==> config.mk <==
export PLATFORM = sky130hd
export DESIGN_NAME = skt_front
export DESIGN_NICKNAME = d
export VERILOG_FILES = /design/src/rtl/skt_pkg.sv /design/src/rtl/skt_front.sv
export SDC_FILE = /design/constraint.sdc
export NUM_CORES = 1
export LEC_CHECK = 0
export ABC_CLOCK_PERIOD_IN_PS = 2600
export BUFFER_PORTS_ARGS = -buffer_cell sky130_fd_sc_hd__buf_2
export CORE_AREA = 2 2 182 184
export DETAILED_ROUTE_END_ITERATION = 10
export DIE_AREA = 0 0 184 186
export GPL_TIMING_DRIVEN = 0
export PLACE_DENSITY_LB_ADDON = 0.08
export REMOVE_ABC_BUFFERS = 1
export SLEW_MARGIN = 20
export SYNTH_ARGS = -nofsm -noshare
export SYNTH_HDL_FRONTEND = slang
export SYNTH_SLANG_ARGS = --single-unit
==> constraint.sdc <==
create_clock -name clk -period 2.6 [get_ports clk]
set_input_delay 0.26 -clock clk [delete_from_list [all_inputs] [get_ports clk]]
set_output_delay 0.26 -clock clk [all_outputs]
set_load 0.01 [all_outputs]
==> src/rtl/skt_pkg.sv <==
// Package for the session key table: item and result structs, queue entry,
// status and command codes, back-end state type. No dependencies.
package skt_pkg;

    localparam int          WIN_W     = 9;
    localparam logic [8:0]  WIN_RESET = 9'd60;

    localparam logic        CMD_STORE  = 1'b0;
    localparam logic        CMD_LOOKUP = 1'b1;

    localparam logic [2:0]  ST_STORED   = 3'd0;
    localparam logic [2:0]  ST_MISMATCH = 3'd1;
    localparam logic [2:0]  ST_STALE    = 3'd2;
    localparam logic [2:0]  ST_HIT      = 3'd3;
    localparam logic [2:0]  ST_MISS     = 3'd4;

    typedef struct packed {
        logic        cmd;
        logic [7:0]  device_id;
        logic [7:0]  authority_id;
        logic [7:0]  sealed_device_id;
        logic [7:0]  sealed_authority_id;
        logic [7:0]  token_time;
        logic [7:0]  now_seconds;
        logic [63:0] key_word_0;
        logic [63:0] key_word_1;
        logic [63:0] key_word_2;
        logic [63:0] key_word_3;
    } skt_item_t;

    typedef struct packed {
        logic [2:0]  status;
        logic [6:0]  slot_index;
        logic        overwrote_full;
        logic [7:0]  found_authority;
        logic [63:0] data_key_low;
        logic [63:0] data_key_high;
    } skt_result_t;

    // Classification done at the front.
    typedef enum logic [1:0] {
        KIND_STORE,
        KIND_LOOKUP,
        KIND_MISMATCH,
        KIND_STALE
    } skt_kind_t;

    typedef struct packed {
        skt_kind_t   kind;
        logic [7:0]  device_id;
        logic [7:0]  authority_id;
        logic [63:0] key_low;
        logic [63:0] key_high;
    } skt_entry_t;

    typedef struct packed {
        logic       valid;
        skt_entry_t entry;
    } skt_push_t;

    typedef enum logic [1:0] {
        BK_IDLE,
        BK_MATCH,
        BK_RESOLVE,
        BK_READ
    } skt_back_state_t;

endpackage

==> src/rtl/skt_front.sv <==
// Front end: takes items, holds the freshness window register and classifies
// each item as store, lookup, header mismatch or stale. Uses skt_pkg.
module skt_front
    import skt_pkg::*;
(
    input  logic              clk,
    input  logic              rst_n,
    input  logic              start,
    input  skt_item_t         item,
    input  logic              cfg_we,
    input  logic [WIN_W-1:0]  cfg_wdata,
    input  logic              full,
    output logic              busy,
    output skt_push_t         push
);

    logic [WIN_W-1:0] window_reg;
    logic [7:0]       elapsed;
    skt_kind_t        kind;

    always_ff @(posedge clk or negedge rst_n)
    begin
        if (!rst_n)
        begin
            window_reg <= WIN_RESET;
        end
        else if (cfg_we)
        begin
            window_reg <= cfg_wdata;
        end
    end

    // mod-256 wrap comes from the 8-bit subtract
    assign elapsed = item.now_seconds - item.token_time;

    always_comb
    begin
        if (item.cmd == CMD_LOOKUP)
        begin
            kind = KIND_LOOKUP;
        end
        else if ((item.sealed_device_id != item.device_id) ||
                 (item.sealed_authority_id != item.authority_id))
        begin
            kind = KIND_MISMATCH;
        end
        else if ({1'b0, elapsed} >= window_reg)
        begin
            kind = KIND_STALE;
        end
        else
        begin
            kind = KIND_STORE;
        end
    end

    assign busy                     = full;
    assign push.valid               = start && !full;
    assign push.entry.kind          = kind;
    assign push.entry.device_id     = item.device_id;
    assign push.entry.authority_id  = item.authority_id;
    assign push.entry.key_low       = item.key_word_0;
    assign push.entry.key_high      = item.key_word_1;

endmodule

==> results.cfg <==
[status]
status = finished, violations left
failed_checks = negative setup slack

[final_layout]
share_of_final_layout_standard_cells_stronger_than_drive_strength_1 = 0.477
fillerInstances = 3826
nets = 552
non_filler_instance_count_after_layout = 624
postLayoutCoreUtil = 0.0654
area_growth_syn_to_layout_pct = -1.46
largest_reg_flops = 9
count_of_antenna_diodes_in_the_layout = 0

[power_and_ir_drop]
power_frac_comb = 0.437
static-leakage-power_nw = 0.870
p_seq_frac = 0.208
power_uw = 774
switching_share = 0.340
clock_power_share = 0.356
ir_worst_vdd_uv = 158
internal_power_uw = 511
netSwitchingPower_uw = 264
p_per_area_nw_per_um2 = 368

[yosys]
synthDistinctLibCells = 30
synth_seq_cells = 9
synthTopCellsByArea = sky130_fd_sc_hd__buf_4 51%, sky130_fd_sc_hd__ha_1 8.8%, sky130_fd_sc_hd__xnor2_1 8.2%
yosys-top-cells-count = 145 x sky130_fd_sc_hd__buf_4, 21 x sky130_fd_sc_hd__inv_1, 20 x sky130_fd_sc_hd__xnor2_1
synthMostInstantiatedCell = sky130_fd_sc_hd__buf_4
netlist.top_cell.by_area = sky130_fd_sc_hd__buf_4
ys_warn_count = 0
synth_sequential_area_ratio = 0.108
ys.flop_type = sky130_fd_sc_hd__dfrtp_1
syn-cell-area_sq_um = 2140
synth_edf_count = 0
yosysTopAreaCellShare = 0.509
async_reset_ff_frac = 1.00
postSynthCellCount = 274
synth_area_per_cell_sq_um = 7.80

[routing]
finalWirelength_um = 36900
first_iter_violations = 62
detail_route.vias_per_cell = 2.61
drc = 0
detail_route.wl_per_cell_um = 59.1
detail-route-antenna-nets = 0
routed-via-count = 1631
firstDrtPassIters = 4

[clock_tree]
cts_made_buffers = 3
numClockSinks = 9
cts_tree = done
ctsHtreeMaxLevel = 1
path_clk_slew_ps = 40
clock_insertion_delay_worst_skew_ps = 230
clock_path_buffers = 2
clk_root_buffer_cell = sky130_fd_sc_hd__clkbuf_16

[worst_setup_path]
timing.critical_path.arrival_ps = 2870
timing.setup.critical_path_class = in2out
buffers_plus_inverters_on_the_worst_setup_path = 3
path_max_fanout = 2
worst_path_dominant_cell_family = compound AO/OA/AOI/OAI gates
timing.critical_path.from_type = primary input
max_stage_delay_ps = 370
end_kind = output port
crit_chain = buf_6 -> inv_2 -> ha_4 -> fa_2 -> nor2b_4 -> o21ai_2 -> a21boi_2 -> nor4_1 -> a311o_1 -> ha_1 -> a21o_1 -> a21oi_2 -> o21ai_1 -> o21ai_1 -> a21oi_2 -> buf_2
timing.critical_path.slowest_stage_cell = sky130_fd_sc_hd__fa_2
worst_ep_required_time_ps = 2340

[sta]
setup_violations = 2
timing_worst_slew_pin_value_ps = 1330
slew-limit-headroom = 0.103
layout_setup_ws_ps = -532
grt_setup_unrepaired = yes
fin_worst_hold_slack_ps = 240
finClkSkew_ps = 0
min_period_ps = 3130
max_slew_vio_count = 0
final_hold_viol_count = 0
clock.fmax_ghz = 0.319
min_period_over_period = 1.20

[hold_path]
worst_hold_path_type = in2reg

[floorplanning]
starting_density_of_the_core = 0.0664
placeableCoreArea_sq_um = 32200
die_x_um = 184
core.rowCount = 66
die_area_sq_um = 34200
ioPinCount = 467
floorplan.die.height_um = 186

[placed_design]
detailedPlacementHpwl_um = 36200
place_congestion = 0.864
port_buffer_count = 82
dp.cells = 617

[grt]
track_usage = 0.209
globalRoute.totalOverflow = 0
grt_antenna_before_repair = 1
pin_count_of_the_biggest_net_entering_global_routing = 18
grt_first_pass_wirelength_um = 40000
vias_in_the_first_global_route = 1645

[run]
max_cap_violations = 0
==> worst min-delay path, cell delays in order <==
cell	delay, ps
sky130_fd_sc_hd__buf_2	80
sky130_fd_sc_hd__nand2_1	40
sky130_fd_sc_hd__o21ai_0	60
==> area by class of cell <==
class                           instances  area (sq um)  area share
Multi-Input combinational cell         97           759       0.361
Tap cell                              408           510       0.242
Timing Repair Buffer                   85           448       0.213
Sequential cell                         9           230       0.109
Clock buffer                            4          78.8      0.0374
Inverter                               21          78.8      0.0374
==> layout by cell type, fill, tap and decap left out, types with 2 or more instances in the layout <==
master	Yosys	routed
sky130_fd_sc_hd__clkbuf_16	0	3
sky130_fd_sc_hd__a21oi_1	6	4
sky130_fd_sc_hd__nand2_1	12	12
sky130_fd_sc_hd__dfrtp_1	5	5
sky130_fd_sc_hd__o21ai_0	11	9
sky130_fd_sc_hd__buf_2	0	80
sky130_fd_sc_hd__a211oi_2	1	2
sky130_fd_sc_hd__nand2b_1	2	2
sky130_fd_sc_hd__nor4_1	2	2
sky130_fd_sc_hd__o21ai_1	0	2
sky130_fd_sc_hd__nand3_1	3	3
sky130_fd_sc_hd__dfstp_2	4	4
sky130_fd_sc_hd__buf_4	145	2
sky130_fd_sc_hd__buf_6	0	2
sky130_fd_sc_hd__ha_1	15	14
sky130_fd_sc_hd__nand4_1	4	4
sky130_fd_sc_hd__inv_1	21	20
sky130_fd_sc_hd__a21oi_2	0	2
sky130_fd_sc_hd__nor2_1	6	6
sky130_fd_sc_hd__a21o_1	2	2
sky130_fd_sc_hd__xnor2_1	20	20
==> cell families (layout without fill, tap and decap cells) <==
logic type | Yosys count | in the layout | synth area share
AO/OA/AOI/OAI | 26 | 26 | 0.0767
XOR/XNOR | 21 | 21 | 0.0861
adder cells (fa/ha/maj) | 16 | 16 | 0.0972
buffers and inverters | 168 | 110 | 0.550
flip-flops | 9 | 9 | 0.108
multiplexers | 1 | 1 | 0.00527
AND/OR/NAND/NOR | 33 | 33 | 0.0773
==> what timing repair did <==
item | in CTS | in global routing
pin swaps | 8 | 3
hold buffers | 1 | 0
resized for setup | 10 | 1
endpoints found under the hold margin | 5 | 0
setup buffers | 1 | 1
setup endpoints to repair | 2 | 2
==> stage by stage <==
| stage | setup TNS [ps] | worst slack, ps | area [sq um] |
|---|---|---|---|
| after global placement | -1650 | -841 | 1960 |
| after detailed placement | -1710 | -879 | 1960 |
| after floorplan | -426 | -220 | 1040 |
| after global routing | -1260 | -639 | 2110 |
| after CTS | -1070 | -538 | 2090 |
| final | -1020 | -532 | 2110 |
==> per-layer routing <==
layer / vias up / global-route usage / share of wire
met5: - / 0.0207 / 0.0025
met4: 4 / 0.0858 / 0.047
met3: 34 / 0.224 / 0.23
met2: 355 / 0.469 / 0.62
met1: 634 / 0.0576 / 0.10
li1: 604 / - / -
==> power groups by stage <==
stage          clock network (mW)  logic [mW]  registers [mW]
3_5_place_dp                    0       0.323           0.163
3_3_place_gp                    0       0.320           0.163
6_report                    0.275       0.338           0.161
5_1_grt                     0.293       0.383           0.162
2_1_floorplan                   0       0.158           0.162
4_1_cts                     0.287       0.341           0.161
==> worst paths after layout <==
check	slack (ps)	to	start	cells past startpoint
max	-530	push[145]	item[256]	16
max in group asynchronous	1920	window_reg[5]$_DFFE_PN1P_	rst_n	2
max reg2reg	1790	window_reg[5]$_DFFE_PN1P_	window_reg[5]$_DFFE_PN1P_	2
min in group asynchronous	420	window_reg[0]$_DFFE_PN0P_	rst_n	2
min reg2reg	520	window_reg[3]$_DFFE_PN1P_	window_reg[3]$_DFFE_PN1P_	2
min	240	window_reg[1]$_DFFE_PN0P_	cfg_wdata[1]	3
Power figures use the tool's default switching activity.
