**src/rtl/skt_pkg.sv**
```systemverilog
// Package for the session key table: item and result structs, queue entry,
// status and command codes, back-end state type. No dependencies.
package skt_pkg;

    localparam int          WIN_W     = 9;
    localparam logic [8:0]  WIN_RESET = 9'd60;

    localparam logic        CMD_STORE  = 1'b0;
    localparam logic        CMD_LOOKUP = 1'b1;

    localparam logic [2:0]  ST_STORED   = 3'd0;
    localparam logic [2:0]  ST_MISMATCH = 3'd1;
    localparam logic [2:0]  ST_STALE    = 3'd2;
    localparam logic [2:0]  ST_HIT      = 3'd3;
    localparam logic [2:0]  ST_MISS     = 3'd4;

    typedef struct packed {
        logic        cmd;
        logic [7:0]  device_id;
        logic [7:0]  authority_id;
        logic [7:0]  sealed_device_id;
        logic [7:0]  sealed_authority_id;
        logic [7:0]  token_time;
        logic [7:0]  now_seconds;
        logic [63:0] key_word_0;
        logic [63:0] key_word_1;
        logic [63:0] key_word_2;
        logic [63:0] key_word_3;
    } skt_item_t;

    typedef struct packed {
        logic [2:0]  status;
        logic [6:0]  slot_index;
        logic        overwrote_full;
        logic [7:0]  found_authority;
        logic [63:0] data_key_low;
        logic [63:0] data_key_high;
    } skt_result_t;

    // Classification done at the front.
    typedef enum logic [1:0] {
        KIND_STORE,
        KIND_LOOKUP,
        KIND_MISMATCH,
        KIND_STALE
    } skt_kind_t;

    typedef struct packed {
        skt_kind_t   kind;
        logic [7:0]  device_id;
        logic [7:0]  authority_id;
        logic [63:0] key_low;
        logic [63:0] key_high;
    } skt_entry_t;

    typedef struct packed {
        logic       valid;
        skt_entry_t entry;
    } skt_push_t;

    typedef enum logic [1:0] {
        BK_IDLE,
        BK_MATCH,
        BK_RESOLVE,
        BK_READ
    } skt_back_state_t;

endpackage

```
**src/rtl/skt_queue.sv**
```systemverilog
// Two-entry queue between front and back ends of the session key table.
// Uses skt_pkg for the entry type.
module skt_queue
    import skt_pkg::*;
(
    input  logic       clk,
    input  logic       rst_n,
    input  skt_push_t  push,
    input  logic       pop,
    output logic       full,
    output logic       head_valid,
    output skt_entry_t head
);

    skt_entry_t entry_reg [2];
    logic       wr_ptr_reg;
    logic       rd_ptr_reg;
    logic [1:0] count_reg;
    logic [1:0] count_next;

    always_comb
    begin
        case ({push.valid, pop})
            2'b10:   count_next = count_reg + 2'd1;
            2'b01:   count_next = count_reg - 2'd1;
            default: count_next = count_reg;
        endcase
    end

    always_ff @(posedge clk or negedge rst_n)
    begin
        if (!rst_n)
        begin
            wr_ptr_reg <= 1'b0;
            rd_ptr_reg <= 1'b0;
            count_reg  <= 2'd0;
        end
        else
        begin
            if (push.valid)
            begin
                wr_ptr_reg <= !wr_ptr_reg;
            end
            if (pop)
            begin
                rd_ptr_reg <= !rd_ptr_reg;
            end
            count_reg <= count_next;
        end
    end

    always_ff @(posedge clk)
    begin
        if (push.valid)
        begin
            entry_reg[wr_ptr_reg] <= push.entry;
        end
    end

    assign full       = (count_reg == 2'd2);
    assign head_valid = (count_reg != 2'd0);
    assign head       = entry_reg[rd_ptr_reg];

endmodule

```
**config.mk**
```make
export PLATFORM = sky130hd
export DESIGN_NAME = skt_queue
export DESIGN_NICKNAME = d
export VERILOG_FILES = /design/src/rtl/skt_pkg.sv /design/src/rtl/skt_queue.sv
export SDC_FILE = /design/constraint.sdc
export NUM_CORES = 1
export LEC_CHECK = 0
export ABC_CLOCK_PERIOD_IN_PS = 22000
export BUFFER_PORTS_ARGS = -buffer_cell sky130_fd_sc_hd__buf_2
export CAP_MARGIN = 20
export CORE_MARGIN = 2
export CORE_UTILIZATION = 40
export DETAILED_ROUTE_END_ITERATION = 7
export SETUP_SLACK_MARGIN = 0.3
export SYNTH_ARGS = -nofsm -noshare
export SYNTH_HDL_FRONTEND = slang
export SYNTH_SLANG_ARGS = --single-unit
```
**constraint.sdc**
```tcl
create_clock -name clk -period 22 [get_ports clk]
set_input_delay 4.4 -clock clk [delete_from_list [all_inputs] [get_ports clk]]
set_output_delay 4.4 -clock clk [all_outputs]
set_load 0.02 [all_outputs]
```
==> flow_summary.rst <==
.. list-table::
   :header-rows: 1

   * - Metric
     - Value
   * - Number of endpoints failing setup at the final stage
     - 0
   * - Max reg flops
     - 292
   * - Initial antenna violation count
     - 1
   * - Fraction of final layout cells with drive strength greater than 1
     - 60.4%
   * - Final worst-path setup slack
     - 14.94 ns
   * - Synthesized area per cell
     - 22.9 um2
   * - H-tree depth
     - 1
   * - Worst setup endpoint
     - head[51]
   * - Slew at the pin closest to its max-slew limit
     - 0.800 ns
   * - Count of cells along the worst register-to-register path
     - 3
   * - Maximum number of pins on one net before global-route repair
     - 59
   * - Worst Min Path Start
     - count_reg[1]$_DFFE_PN0P_
   * - Layout net count
     - 941
   * - CP Data Required Time
     - 17.60 ns
   * - Die width
     - 168 um
   * - # fillers
     - 2234
   * - Routed wirelength normalized by instance count
     - 18.2 um
   * - TNS Setup
     - 0 ns
   * - Routability cong.
     - 0.744
   * - Status
     - finished clean
   * - Origin of the critical flop-to-flop path
     - wr_ptr_reg$_DFFE_PN0P_
   * - Vias
     - 5429
   * - Number of nets with antenna violations after detailed routing
     - 0
   * - Final slew viol count
     - 0
   * - Number of max-cap violations
     - 0
   * - Number of buffers inserted during clock tree synthesis
     - 30
   * - TritonCTS clock tree
     - built
   * - List of cells traversed by the critical path
     - buf_4, mux2_2, buf_2
   * - GRT overflow
     - 0
   * - Setup crit start
     - rd_ptr_reg$_DFFE_PN0P_
   * - Hold WC Path Type
     - reg2reg
   * - Worst IR Drop VDD
     - 80.8 uV
   * - CTS sink count
     - 296
   * - Cell Area, Synth
     - 10800 um2
   * - Critical Path Sink Type
     - output port
   * - Via count of the first global-routing pass
     - 5772
   * - Largest stage delay on the critical path
     - 0.80 ns
   * - Post-route DRC violation count
     - 0
   * - Share of Yosys cell area claimed by the top area cell type
     - 81.4%
   * - Met2 wirelength from detailed routing
     - 11.1 mm
   * - Most common cell in the synthesized netlist
     - sky130_fd_sc_hd__edfxtp_1
   * - Data arrival time of the critical path
     - 2.66 ns
   * - Tcrit/Tclk final
     - 32.1%
   * - Share of flip-flops with an asynchronous set or reset after synthesis
     - 1.35%
   * - Slowest CP cell
     - sky130_fd_sc_hd__dfrtp_4
   * - Clk Latency, worst-skew pair
     - 0.54 ns
   * - DRT Pass-1 Iters
     - 6
   * - Final hold violations
     - 0
   * - Cell at the root of the clock tree
     - sky130_fd_sc_hd__clkbuf_16
   * - Start-to-end type of the worst setup path
     - reg2out
   * - Count of boundary I/O pins
     - 298
   * - Initial drt markers
     - 296
   * - Register-to-register setup slack
     - 19.12 ns
   * - Register area
     - 8870 um2
   * - Post-cts resize count
     - 0
   * - Post-CTS setup buffer count
     - 0
   * - Metal1 wirelength
     - 7.66 mm
   * - Site Rows
     - 60
   * - Unrepaired setup endpoints after global routing
     - no
   * - Die span in y
     - 168 um
   * - Static leakage
     - 5.02 nW
   * - Number of warnings reported in the yosys synthesis log
     - 0
   * - Number of storage elements in the synthesis netlist
     - 296
   * - Clock skew
     - 0.0128 ns
   * - Worst R2R End
     - entry_reg[0][25]$_DFFE_PP_
   * - Highest signal layer in the routed design
     - met4
   * - Post-DP HPWL
     - 14.1 mm
   * - Period minus WS final
     - 7.06 ns
   * - Tightest slew margin relative to the limit
     - 46.7%
   * - Count of flip-flops with a built-in enable after synthesis
     - 292
   * - Post-detailed-route via-to-cell ratio
     - 4.73
   * - Worst-path fanout max
     - 55
   * - Timing-limited maximum frequency
     - 0.142 GHz
   * - Initial standard-cell utilization of the core
     - 40.3%
   * - Wire length of the first global-routing pass
     - 31.3 mm
   * - Most frequent cells after synthesis
     - 292 x sky130_fd_sc_hd__edfxtp_1, 146 x sky130_fd_sc_hd__mux2_2, 15 x sky130_fd_sc_hd__buf_6
   * - Global router's overall resource usage
     - 14.1%
   * - Die area
     - 28300 um2
   * - Leading area contributor after synthesis
     - sky130_fd_sc_hd__edfxtp_1
   * - Synthesis-to-layout area growth
     - 24.7%
   * - Clock-pin slew reported for the worst setup and hold paths after clock tree synthesis
     - 0.06 ns
   * - Top post-synthesis cells by area
     - sky130_fd_sc_hd__edfxtp_1 81%, sky130_fd_sc_hd__mux2_2 15%, sky130_fd_sc_hd__buf_6 1.6%, sky130_fd_sc_hd__dfrtp_1 0.93%, sky130_fd_sc_hd__xor2_1 0.24%
   * - Count of unique library cells instantiated by Yosys
     - 13
   * - Seq/Total Area, Yosys
     - 82.3%
   * - Flip-flop cell with the highest count after synthesis
     - sky130_fd_sc_hd__edfxtp_1
   * - Final routed wirelength across all metal layers
     - 20.9 mm
   * - Core area
     - 26700 um2
   * - PwrDens
     - 133 nW/um2
   * - Pre-CTS setup slack
     - 14.55 ns
   * - Bufs on Longest Clock Path
     - 3
   * - Met3 WL post-DR
     - 1.53 mm
   * - Cells after synthesis
     - 470
   * - Startpoint types
     - flip-flop
   * - Number of hold buffers added after cts
     - 0
   * - Port-buffer cells
     - 297
   * - Area of combinational cells with multiple inputs
     - 1740 um2
   * - Net count of the mapped netlist
     - 621
[cell families after synthesis]
family                   share of synthesized area (%)
multiplexers                                      15.3
adder cells (fa/ha/maj)                          0.116
AND/OR/NAND/NOR                                  0.244
flip-flops                                        82.3
XOR/XNOR                                         0.407
buffers and inverters                             1.65
[placed cells by master (no fill, tap or decap), types with 2 or more instances in the layout]
cell	n
sky130_fd_sc_hd__clkbuf_1	5
sky130_fd_sc_hd__xor2_1	3
sky130_fd_sc_hd__clkinv_1	10
sky130_fd_sc_hd__clkbuf_16	31
sky130_fd_sc_hd__mux2_2	146
sky130_fd_sc_hd__dfrtp_1	3
sky130_fd_sc_hd__xnor2_1	2
sky130_fd_sc_hd__buf_2	297
sky130_fd_sc_hd__buf_4	6
sky130_fd_sc_hd__edfxtp_1	292
[worst min path at each step]
stage                                     endpoint  depth (start not counted)
after global placement    count_reg[1]$_DFFE_PN0P_                          1
final                     count_reg[1]$_DFFE_PN0P_                          1
after floorplan           count_reg[1]$_DFFE_PN0P_                          1
after detailed placement  count_reg[1]$_DFFE_PN0P_                          1
after CTS                 count_reg[1]$_DFFE_PN0P_                          1
after global routing      count_reg[1]$_DFFE_PN0P_                          1
[where the power goes]
part	switching [W]	total (W)	internal (W)
combinational	0.000337	0.000555	0.000217
sequential	0.0000387	0.000788	0.000749
clock	0.000188	0.000438	0.000251
total	0.000564	0.00178	0.00122
[metrics by stage]
| step | total power (W) | hold slack (ns) | cells | cell area, um2 | util [%] |
|---|---|---|---|---|---|
| after detailed placement | 0.00136 | 0.500 | 1098 | 12600 | 47.0 |
| final | 0.00178 | 0.499 | 1147 | 13400 | 50.3 |
| after global routing | 0.00186 | 0.522 | 1147 | 13400 | 50.3 |
| after global placement | 0.00135 | 0.468 | 1098 | 12600 | 47.0 |
| after floorplan | 0.00121 | 0.447 | 470 | 10800 | - |
| after CTS | 0.00181 | 0.508 | 1145 | 13400 | 50.2 |
[routing by layer]
metal,vias up,global-route usage [%]
met5,-,0
met4,0,5.25
met3,39,4.09
met2,196,26.2
met1,2680,15.3
li1,2514,-
[layout make-up]
class / count / area share [%]
clock inverter: 11 / 0.317
clock buffer: 36 / 5.91
sequential: 296 / 66.0
inverter: 1 / 0.0279
antenna: 1 / 0.0186
timing repair buffer: 304 / 11.6
tap: 341 / 3.18
multi-input combinational: 157 / 12.9
[worst max-delay path, delay by kind of cell (launching register included)]
kind | cells | cell delay (ns)
buf+inv | 2 | 0.87
flops | 1 | 0.80
mux | 1 | 0.41
(Power assumes the default switching activity.)
